--- config.mk ---
export PLATFORM = sky130hd
export DESIGN_NAME = receive_block_coalescer
export DESIGN_NICKNAME = d
export VERILOG_FILES = /design/src/rtl/core/rbc_pkg.sv /design/src/rtl/core/rbc_ctrl.sv /design/src/rtl/core/rbc_dp.sv /design/src/rtl/core/receive_block_coalescer.sv
export VERILOG_INCLUDE_DIRS = /design/src /design/src/rtl/core
export SDC_FILE = /design/constraint.sdc
export NUM_CORES = 1
export LEC_CHECK = 0
export ABC_AREA = 0
export BUFFER_PORTS_ARGS = -buffer_cell sky130_fd_sc_hd__buf_2
export CORE_MARGIN = 2
export CORE_UTILIZATION = 58
export DETAILED_ROUTE_END_ITERATION = 8
export PLACE_DENSITY = 0.79
export SLEW_MARGIN = 20
export SYNTH_ARGS = -nofsm -noshare
export SYNTH_HDL_FRONTEND = slang
export SYNTH_SLANG_ARGS = --single-unit
--- constraint.sdc ---
create_clock -name clock -period 12.31 [get_ports clock]
set_clock_uncertainty 0.15 [all_clocks]
set_input_delay 0 -clock clock [delete_from_list [all_inputs] [get_ports clock]]
set_output_delay 0 -clock clock [all_outputs]
set_load 0.1 [all_outputs]
--- src/rtl/core/assert_macros.svh ---
// assertion macros shared by the coalescer modules
`ifndef ASSERT_MACROS_SVH
`define ASSERT_MACROS_SVH

// property checked at every rising edge, masked while reset is high
`define ASSERT_SYNC(label, clk, rst, prop, msg) \
   label: assert property (@(posedge clk) disable iff (rst) (prop)) else $error(msg);

// property checked at every rising edge, reset included
`define ASSERT_ALWAYS(label, clk, prop, msg) \
   label: assert property (@(posedge clk) (prop)) else $error(msg);

`endif

--- src/rtl/core/rbc_pkg.sv ---
// types and constants of the receive block coalescer
package rbc_pkg;

   // fixed field widths
   localparam int LEN_W  = 17;
   localparam int TIME_W = 32;
   localparam int LIM_W  = 20;

   // stream payload widths, padded to whole bytes
   localparam int REQ_DATA_W = 24;
   localparam int RSP_DATA_W = 88;

   // parameter defaults
   localparam int BLOCK_CAPACITY_DEF = 8 * 1024;
   localparam int MAX_CHUNK_DEF      = 65536;

   // register reset values
   localparam logic [LIM_W-1:0] IDLE_LIMIT_RST = LIM_W'(8 * 1000);
   localparam logic [LIM_W-1:0] MAX_WAIT_RST   = LIM_W'(24 * 1000);

   // register indexes
   localparam int CSR_IDX_W = 2;
   localparam logic [CSR_IDX_W-1:0] CSR_COALESCE_ENABLE = 2'd0;
   localparam logic [CSR_IDX_W-1:0] CSR_IDLE_LIMIT      = 2'd1;
   localparam logic [CSR_IDX_W-1:0] CSR_MAX_WAIT        = 2'd2;

   // operation codes
   localparam logic OP_CHUNK = 1'b0;
   localparam logic OP_TICK  = 1'b1;

   // source of an emitted block
   localparam logic [1:0] SRC_PEND = 2'd0;
   localparam logic [1:0] SRC_PASS = 2'd1;
   localparam logic [1:0] SRC_FILL = 2'd2;

   // controller to datapath
   typedef struct packed {
      logic       load;
      logic       clock_inc;
      logic       fill_step;
      logic       emit;
      logic [1:0] emit_src;
      logic       push_last;
   } rbc_cmd_type;

   // datapath to controller
   typedef struct packed {
      logic enable;
      logic op_tick;
      logic left_zero;
      logic pend_zero;
      logic stg_valid;
      logic out_free;
      logic slot_ok;
      logic tick_close;
      logic age_close;
      logic fill_full;
      logic fill_left_zero;
   } rbc_sts_type;

endpackage

--- src/rtl/core/rbc_ctrl.sv ---
// sequencer of the receive block coalescer
`include "assert_macros.svh"

module rbc_ctrl (
   input  logic                 clock,
   input  logic                 reset,
   input  logic                 req_tvalid,
   output logic                 req_tready,
   input  rbc_pkg::rbc_sts_type sts,
   output rbc_pkg::rbc_cmd_type cmd
);
   import rbc_pkg::*;

   localparam logic [2:0] S_IDLE = 3'd0;
   localparam logic [2:0] S_PRE  = 3'd1;
   localparam logic [2:0] S_TICK = 3'd2;
   localparam logic [2:0] S_PASS = 3'd3;
   localparam logic [2:0] S_FILL = 3'd4;
   localparam logic [2:0] S_AGE  = 3'd5;
   localparam logic [2:0] S_DONE = 3'd6;

   logic [2:0] state_ff;
   logic [2:0] state_in;
   logic       pre_close;

   assign req_tready = (state_ff == S_IDLE);
   assign pre_close  = !sts.enable && !sts.pend_zero;

   always_comb begin
      cmd      = '0;
      cmd.emit_src = SRC_PEND;
      state_in = state_ff;
      case (state_ff)
         S_IDLE: begin
            if (req_tvalid) begin
               cmd.load = 1'b1;
               state_in = S_PRE;
            end
         end
         S_PRE: begin
            // coalescing off closes the pending block first
            if (!pre_close || sts.slot_ok) begin
               cmd.emit      = pre_close;
               cmd.clock_inc = sts.op_tick;
               if (sts.op_tick) begin
                  state_in = S_TICK;
               end else if (sts.left_zero) begin
                  state_in = S_DONE;
               end else if (sts.enable) begin
                  state_in = S_FILL;
               end else begin
                  state_in = S_PASS;
               end
            end
         end
         S_TICK: begin
            if (!sts.tick_close) begin
               state_in = S_DONE;
            end else if (sts.slot_ok) begin
               cmd.emit = 1'b1;
               state_in = S_DONE;
            end
         end
         S_PASS: begin
            if (sts.slot_ok) begin
               cmd.emit     = 1'b1;
               cmd.emit_src = SRC_PASS;
               state_in     = S_DONE;
            end
         end
         S_FILL: begin
            if (!sts.fill_full || sts.slot_ok) begin
               cmd.fill_step = 1'b1;
               cmd.emit      = sts.fill_full;
               cmd.emit_src  = SRC_FILL;
               if (sts.fill_left_zero) begin
                  state_in = S_AGE;
               end
            end
         end
         S_AGE: begin
            if (!sts.age_close) begin
               state_in = S_DONE;
            end else if (sts.slot_ok) begin
               cmd.emit = 1'b1;
               state_in = S_DONE;
            end
         end
         S_DONE: begin
            if (!sts.stg_valid) begin
               state_in = S_IDLE;
            end else if (sts.out_free) begin
               cmd.push_last = 1'b1;
               state_in      = S_IDLE;
            end
         end
         default: begin
            state_in = S_IDLE;
         end
      endcase
   end

   always_ff @(posedge clock) begin
      if (reset) begin
         state_ff <= S_IDLE;
      end else begin
         state_ff <= state_in;
      end
   end

   `ASSERT_SYNC(a_idle_stage_empty, clock, reset, req_tready |-> !sts.stg_valid, "new transaction while a block is still staged")
   `ASSERT_SYNC(a_fill_only_on, clock, reset, cmd.fill_step |-> sts.enable, "fill step with coalescing off")

endmodule

--- src/rtl/core/rbc_dp.sv ---
// registers, fill arithmetic and result staging of the receive block coalescer
`include "assert_macros.svh"

module rbc_dp #(
   parameter int BLOCK_CAPACITY = rbc_pkg::BLOCK_CAPACITY_DEF,
   parameter int MAX_CHUNK      = rbc_pkg::MAX_CHUNK_DEF
) (
   input  logic                          clock,
   input  logic                          reset,
   input  logic                          req_op,
   input  logic [rbc_pkg::LEN_W-1:0]     req_len,
   input  logic                          rsp_tready,
   output logic                          rsp_tvalid,
   output logic [rbc_pkg::LEN_W-1:0]     rsp_len,
   output logic [rbc_pkg::TIME_W-1:0]    rsp_first,
   output logic [rbc_pkg::TIME_W-1:0]    rsp_last,
   output logic                          rsp_tlast,
   input  logic                          csr_wr_en,
   input  logic [rbc_pkg::CSR_IDX_W-1:0] csr_index,
   input  logic [rbc_pkg::LIM_W-1:0]     csr_wdata,
   input  rbc_pkg::rbc_cmd_type          cmd,
   output rbc_pkg::rbc_sts_type          sts
);
   import rbc_pkg::*;

   localparam int PB_W = $clog2(BLOCK_CAPACITY + 1);
   localparam logic [PB_W-1:0]  CAP     = PB_W'(BLOCK_CAPACITY);
   localparam logic [LEN_W-1:0] LEN_SAT = LEN_W'(MAX_CHUNK);

   // configuration
   logic             enable_ff;
   logic [LIM_W-1:0] idle_limit_ff;
   logic [LIM_W-1:0] max_wait_ff;

   // item and block state
   logic              op_ff, op_in;
   logic [LEN_W-1:0]  left_ff, left_in;
   logic [TIME_W-1:0] clock_ff, clock_in;
   logic [PB_W-1:0]   pend_ff, pend_in;
   logic [TIME_W-1:0] first_ff, first_in;
   logic [TIME_W-1:0] last_ff, last_in;

   // staging slot and output register
   logic              stg_valid_ff, stg_valid_in;
   logic [LEN_W-1:0]  stg_len_ff, stg_len_in;
   logic [TIME_W-1:0] stg_first_ff, stg_first_in;
   logic [TIME_W-1:0] stg_last_ff, stg_last_in;
   logic              out_valid_ff, out_valid_in;
   logic [LEN_W-1:0]  out_len_ff, out_len_in;
   logic [TIME_W-1:0] out_first_ff, out_first_in;
   logic [TIME_W-1:0] out_last_ff, out_last_in;
   logic              out_tlast_ff, out_tlast_in;

   // fill step
   logic [PB_W-1:0]   room;
   logic [LEN_W-1:0]  room_ext;
   logic [LEN_W-1:0]  take;
   logic [PB_W-1:0]   fill_pend;
   logic [LEN_W-1:0]  fill_left;
   logic [TIME_W-1:0] fill_first;
   logic [TIME_W-1:0] idle_time;
   logic [TIME_W-1:0] age_time;
   logic              out_free;
   logic              age_hit;

   assign room       = CAP - pend_ff;
   assign room_ext   = LEN_W'(room);
   assign take       = (left_ff < room_ext) ? left_ff : room_ext;
   assign fill_pend  = pend_ff + PB_W'(take);
   assign fill_left  = left_ff - take;
   assign fill_first = (pend_ff == '0) ? clock_ff : first_ff;

   assign idle_time = clock_ff - last_ff;
   assign age_time  = clock_ff - first_ff;
   assign age_hit   = age_time >= TIME_W'(max_wait_ff);
   assign out_free  = !out_valid_ff || rsp_tready;

   always_comb begin
      sts.enable         = enable_ff;
      sts.op_tick        = (op_ff == OP_TICK);
      sts.left_zero      = (left_ff == '0);
      sts.pend_zero      = (pend_ff == '0);
      sts.stg_valid      = stg_valid_ff;
      sts.out_free       = out_free;
      sts.slot_ok        = !stg_valid_ff || out_free;
      sts.tick_close     = enable_ff && (pend_ff != '0) &&
                           ((idle_time >= TIME_W'(idle_limit_ff)) || age_hit);
      sts.age_close      = (pend_ff != '0) && age_hit;
      sts.fill_full      = (fill_pend == CAP);
      sts.fill_left_zero = (fill_left == '0);
   end

   always_comb begin
      op_in        = op_ff;
      left_in      = left_ff;
      clock_in     = clock_ff;
      pend_in      = pend_ff;
      first_in     = first_ff;
      last_in      = last_ff;
      stg_valid_in = stg_valid_ff;
      stg_len_in   = stg_len_ff;
      stg_first_in = stg_first_ff;
      stg_last_in  = stg_last_ff;
      out_valid_in = out_valid_ff;
      out_len_in   = out_len_ff;
      out_first_in = out_first_ff;
      out_last_in  = out_last_ff;
      out_tlast_in = out_tlast_ff;

      if (cmd.load) begin
         op_in   = req_op;
         left_in = (req_len > LEN_SAT) ? LEN_SAT : req_len;
      end
      if (cmd.clock_inc) begin
         clock_in = clock_ff + 1'b1;
      end
      if (cmd.fill_step) begin
         pend_in  = fill_pend;
         left_in  = fill_left;
         first_in = fill_first;
         last_in  = clock_ff;
      end

      // output register drains, then may be refilled from the stage
      if (rsp_tready) begin
         out_valid_in = 1'b0;
      end
      if (cmd.push_last || (cmd.emit && stg_valid_ff)) begin
         out_valid_in = 1'b1;
         out_len_in   = stg_len_ff;
         out_first_in = stg_first_ff;
         out_last_in  = stg_last_ff;
         out_tlast_in = cmd.push_last;
      end
      if (cmd.push_last) begin
         stg_valid_in = 1'b0;
      end

      if (cmd.emit) begin
         stg_valid_in = 1'b1;
         case (cmd.emit_src)
            SRC_PEND: begin
               stg_len_in   = LEN_W'(pend_ff);
               stg_first_in = first_ff;
               stg_last_in  = last_ff;
            end
            SRC_PASS: begin
               stg_len_in   = left_ff;
               stg_first_in = clock_ff;
               stg_last_in  = clock_ff;
               left_in      = '0;
            end
            SRC_FILL: begin
               stg_len_in   = LEN_W'(fill_pend);
               stg_first_in = fill_first;
               stg_last_in  = clock_ff;
            end
            default: begin
               stg_len_in   = LEN_W'(pend_ff);
               stg_first_in = first_ff;
               stg_last_in  = last_ff;
            end
         endcase
         // a closed block leaves nothing pending
         if (cmd.emit_src != SRC_PASS) begin
            pend_in  = '0;
            first_in = '0;
            last_in  = '0;
         end
      end
   end

   always_ff @(posedge clock) begin
      if (reset) begin
         enable_ff     <= 1'b0;
         idle_limit_ff <= IDLE_LIMIT_RST;
         max_wait_ff   <= MAX_WAIT_RST;
         clock_ff      <= '0;
         pend_ff       <= '0;
         first_ff      <= '0;
         last_ff       <= '0;
         stg_valid_ff  <= 1'b0;
         out_valid_ff  <= 1'b0;
      end else begin
         if (csr_wr_en) begin
            case (csr_index)
               CSR_COALESCE_ENABLE: enable_ff     <= csr_wdata[0];
               CSR_IDLE_LIMIT:      idle_limit_ff <= csr_wdata;
               CSR_MAX_WAIT:        max_wait_ff   <= csr_wdata;
               default: begin
               end
            endcase
         end
         clock_ff     <= clock_in;
         pend_ff      <= pend_in;
         first_ff     <= first_in;
         last_ff      <= last_in;
         stg_valid_ff <= stg_valid_in;
         out_valid_ff <= out_valid_in;
      end
   end

   always_ff @(posedge clock) begin
      op_ff        <= op_in;
      left_ff      <= left_in;
      stg_len_ff   <= stg_len_in;
      stg_first_ff <= stg_first_in;
      stg_last_ff  <= stg_last_in;
      out_len_ff   <= out_len_in;
      out_first_ff <= out_first_in;
      out_last_ff  <= out_last_in;
      out_tlast_ff <= out_tlast_in;
   end

   assign rsp_tvalid = out_valid_ff;
   assign rsp_len    = out_len_ff;
   assign rsp_first  = out_first_ff;
   assign rsp_last   = out_last_ff;
   assign rsp_tlast  = out_tlast_ff;

   `ASSERT_SYNC(a_pend_below_cap, clock, reset, pend_ff < CAP, "pending block at capacity")
   `ASSERT_SYNC(a_push_needs_stage, clock, reset, cmd.push_last |-> stg_valid_ff,
      "final transaction pushed from an empty stage")
   `ASSERT_SYNC(a_no_overwrite, clock, reset, (cmd.emit && stg_valid_ff) |-> out_free,
      "staged block moved onto a result still waiting")

endmodule

--- src/rtl/core/receive_block_coalescer.sv ---
// top level of the receive block coalescer
//
//  channel | direction | handshake             | payload
//  req     | in        | req_tvalid/req_tready | tuser operation, tdata chunk_length
//  rsp     | out       | rsp_tvalid/rsp_tready | tdata block fields, tlast last_of_run
//  csr     | in        | csr_wr_en             | csr_index, csr_wdata
//
// one transaction at a time: accept, pre-close, work, final push
// a tick has a tick check, a pass-through chunk a pass step, an empty chunk no work step, a coalesced
// chunk a fill step for each block it touches (up to MAX_CHUNK / BLOCK_CAPACITY + 1) and an age check
// each result is held one step in a staging slot so the final one can carry tlast;
// the rsp register stalls the sequencer only when a new block must leave the stage
// synchronous active-high reset clears the clock, the pending block and both result slots

module receive_block_coalescer #(
   parameter int BLOCK_CAPACITY = rbc_pkg::BLOCK_CAPACITY_DEF,
   parameter int MAX_CHUNK      = rbc_pkg::MAX_CHUNK_DEF
) (
   input  logic                           clock,
   input  logic                           reset,
   // request stream
   input  logic                           req_tvalid,
   output logic                           req_tready,
   input  logic [rbc_pkg::REQ_DATA_W-1:0] req_tdata,  // chunk_length[16:0], zero pad
   input  logic                           req_tuser,  // operation[0]
   // result stream
   output logic                           rsp_tvalid,
   input  logic                           rsp_tready,
   output logic [rbc_pkg::RSP_DATA_W-1:0] rsp_tdata,  // block_length[16:0],
                                                      // first_time[48:17],
                                                      // last_time[80:49], zero pad
   output logic                           rsp_tlast,  // last_of_run
   // register writes
   input  logic                           csr_wr_en,
   input  logic [rbc_pkg::CSR_IDX_W-1:0]  csr_index,
   input  logic [rbc_pkg::LIM_W-1:0]      csr_wdata
);
   import rbc_pkg::*;

   rbc_cmd_type       cmd;
   rbc_sts_type       sts;
   logic [LEN_W-1:0]  rsp_len;
   logic [TIME_W-1:0] rsp_first;
   logic [TIME_W-1:0] rsp_last;

   // sequencer: walks each transaction through its close, tick, pass, fill and age steps
   rbc_ctrl u_ctrl (
      .clock      (clock),
      .reset      (reset),
      .req_tvalid (req_tvalid),
      .req_tready (req_tready),
      .sts        (sts),
      .cmd        (cmd)
   );

   // datapath: clock counter, pending block, split arithmetic, result slots
   rbc_dp #(
      .BLOCK_CAPACITY (BLOCK_CAPACITY),
      .MAX_CHUNK      (MAX_CHUNK)
   ) u_dp (
      .clock      (clock),
      .reset      (reset),
      .req_op     (req_tuser),
      .req_len    (req_tdata[LEN_W-1:0]),
      .rsp_tready (rsp_tready),
      .rsp_tvalid (rsp_tvalid),
      .rsp_len    (rsp_len),
      .rsp_first  (rsp_first),
      .rsp_last   (rsp_last),
      .rsp_tlast  (rsp_tlast),
      .csr_wr_en  (csr_wr_en),
      .csr_index  (csr_index),
      .csr_wdata  (csr_wdata),
      .cmd        (cmd),
      .sts        (sts)
   );

   // pack the block fields low to high, pad to whole bytes
   assign rsp_tdata = {{(RSP_DATA_W - LEN_W - 2 * TIME_W){1'b0}}, rsp_last, rsp_first, rsp_len};

endmodule

==> impl_metrics.csv <==
group,metric,value,unit
clock_network,ctsHoldBuffers,49,
clock_network,cts_made_buffers,36,
floorplanning,die_footprint,36900,um^2
finish,layout.filler_cells,2720,
worst_setup_path,timing.critical_path.to_type,"register",
timing,period_share,71.0,%
hold_path,hold_path.class,"in2reg",
synth,asyncSetResetFlopFracSynth,0,%
worst_setup_path,cp.arrival,8.76,ns
timing,rsz_0062_raised_after_global_routing,"false",
finish,nets,2506,
placed_design,dp.cells,2670,
outcome,run_status,"finished clean",
clock_network,clk_root_buffer_cell,"clkbuf_16",
drt,post_drt_via_cell_ratio,6.31,
placed_design,post-dp-hpwl,38.8,mm
clock_network,clock_tree.htree_level_count,2,
drt,drt_wl_total,56.2,mm
clock_network,post_cts_buffers,0,
global_route,wire_length_of_the_first_global_routing_pass,88.5,mm
pwr,leakagePower,9.41,nW
synth,ys_ff_latch,337,
pwr,power.density,182,nW/um^2
timing,layout_min_cycle_time,8.74,ns
floorplanning,core_region_area,34700,um^2
drt,drc,0,
timing,max_slew.worst_pin.slew,1.11,ns
floorplanning,die_w,192,um
drt,ant_nets,0,
synth,synthesis.area,20500,um^2
clock_network,clock_latency,0.56,ns
global_route,grt_util_all_layers,30.4,%
global_route,grt-ovfl-total,0,
placed_design,io_buffers,128,
timing,max_slew_margin,26.1,%
synth,netlist_instances,2206,
drt,route.vias.total,17600,
drt,drt-pass1-iter-count,6,
synth,cells_taking_the_most_area_after_synthesis,"edfxtp_1, dfxtp_1, ha_1",
synth,yosysTopAreaCellShare,24.0,%
drt,avgRoutedWirePerCell,20.2,um
clock_network,cts.reportedPaths.clkPinSlew,0.06,ns
floorplanning,die_h,192,um
synth,netlist-cell-type-count,80,
timing,hold_violations,0,
timing,fin_tns_setup,0,ns
pwr,irDropWorstVdd,144,uV
timing,hold_ws,0.0572,ns
finish,postLayoutCoreUtil,66.7,%
global_route,grt_pass1_vias,16700,
floorplanning,initial_utilization,59.2,%
clock_network,buffers_from_clock_root_to_sink_at_most,3,
synth,synth_enable_flop_cells,164,
drt,first_iter_violations,1784,
timing,timing.fmax,114,MHz
global_route,antenna_found_initial,1,
floorplanning,design.portCount,143,
synth,cell_with_the_most_instances_after_synthesis,"nand2_1",
timing,slew_viol_final,0,
job,timing.max_cap.violations,0,
worst_setup_path,critPathMaxFanout,56,
finish,instances_no_fill,2787,
synth,syn-mean-instance-area,9.31,um^2
floorplanning,fp-row-count,68,
clock_network,resized_after_cts,0,
synth,seq_area_frac_synth,40.8,%
clock_network,tritoncts_num_sinks,337,
synth,synth_top_area_cell,"edfxtp_1",
timing,setup_viol,0,
clock_network,tritoncts_clock_tree,"done",
finish,area_growth,12.7,%
synth,synthFlopType,"dfxtp_1",
worst_setup_path,timing.setup.critical_path_class,"reg2reg",
global_route,grt_start_max_net_pins,87,
timing,timing.final.ws_setup,3.57,ns
placed_design,pre_cts_ws,3.65,ns
synth,synth-warning-count,0,
finish,diode_count,0,
worst_setup_path,required_time_of_the_critical_path,12.34,ns
worst_setup_path,setup.worst_path.start_class,"register",
finish,drive_above_1_share,12.9,%
synth,most_used_standard_cells_in_the_synthesized_netlist,"nand2_1, dfxtp_1, edfxtp_1, a21oi_1, inv_1",
placed_design,globalplace.congestion,0.934,
-- cells by family after synthesis --
kind of cell,share of synthesized area (%)
flip-flops,40.8
adder cells (fa/ha/maj),9.29
other,0.0183
XOR/XNOR,4.52
multiplexers,3.70
AO/OA/AOI/OAI,21.2
buffers and inverters,5.61
AND/OR/NAND/NOR,14.8
-- metrics by stage --
| stage | cell area, um^2 | total power, W |
|---|---|---|
| after CTS | 23100 | 0.00418 |
| after global placement | 21300 | 0.00296 |
| final | 23100 | 0.00422 |
| after detailed placement | 21300 | 0.00303 |
| after global routing | 23100 | 0.00442 |
| after floorplan | 20600 | 0.00263 |
-- registers in the layout (all words and copies together) (netlist names), 3 cells and up --
signal,count
u_dp.clock_ff,32
u_dp.first_ff,32
u_dp.last_ff,32
u_dp.rsp_first,32
u_dp.rsp_last,32
u_dp.stg_first_ff,32
u_dp.stg_last_ff,32
u_dp.idle_limit_ff,20
u_dp.max_wait_ff,20
u_dp.left_ff,17
u_dp.rsp_len,17
u_dp.stg_len_ff,17
u_dp.pend_ff,14
u_ctrl.state_ff,3
-- critical path: stages (launching register included) --
cell	delay (ns)
dfxtp_1	0.37
nor4_2	0.54
nand2_1	0.20
or3_1	0.35
xor2_1	0.14
inv_1	0.07
ha_1	0.28
and3_1	0.20
a221oi_1	0.26
o21ai_1	0.19
a2111oi_4	0.46
buf_4	0.35
nor2_1	0.07
a21o_1	0.24
fa_1	0.45
a211oi_1	0.47
nor2_1	0.12
xor2_1	0.19
or4_1	0.42
nor4_1	0.30
nand4b_1	0.29
nor2_1	0.20
a221oi_2	0.10
o31ai_4	0.11
buf_4	0.54
o21a_4	0.50
buf_4	0.67
-- final timing paths --
| kind | startpoint | to | slack (ns) | depth (start not counted) |
|---|---|---|---|---|
| worst min-delay path | csr_wdata[8] | u_dp.idle_limit_ff[8] | 0.06 | 3 |
| worst max register to register | u_dp.pend_ff[5] | u_dp.rsp_last[14] | 3.57 | 26 |
| worst max-delay path | u_dp.pend_ff[5] | u_dp.rsp_last[14] | 3.57 | 26 |
| worst min register to register | u_dp.stg_len_ff[0] | u_dp.rsp_len[0] | 0.27 | 0 |
-- layer usage --
layer | GRT usage (%) | vias to the layer above | wire, um
li1 | - | 8235 | -
met1 | 40.4 | 8456 | 23900
met2 | 50.1 | 774 | 26200
met3 | 4.09 | 114 | 4210
met4 | 12.0 | 0 | 1880
met5 | 0 | - | 0
-- power by group --
group / internal (W) / total [W] / switching, W
Clock: 0.000688 / 0.00115 / 0.000460
Sequential: 0.00137 / 0.00150 / 0.000123
Combinational: 0.000528 / 0.00157 / 0.00105
-- area by class of cell --
| cell class | instances | area (um^2) | area share (%) |
|---|---|---|---|
| repair buffers | 193 | 1290 | 5.56 |
| well taps | 455 | 569 | 2.46 |
| clock buffers | 50 | 1050 | 4.54 |
| clock inverters | 16 | 204 | 0.881 |
| inverters | 153 | 574 | 2.48 |
| flip-flops and latches | 337 | 8390 | 36.3 |
| multi-input cells | 1583 | 11100 | 47.8 |
-- cells in the final DEF (no fill, tap or decap), drive strengths merged, types with 49 or more instances in the layout --
cell type      n
a21oi        162
nor2         151
nand2        243
xnor2         54
a21o          56
a221oi        50
edfxtp       164
inv          159
clkbuf        50
dfxtp        173
dlygate4sd3   49
a211oi        58
ha           146
o21ai        101
xor2          51
buf          144
(Power assumes the default switching activity.)
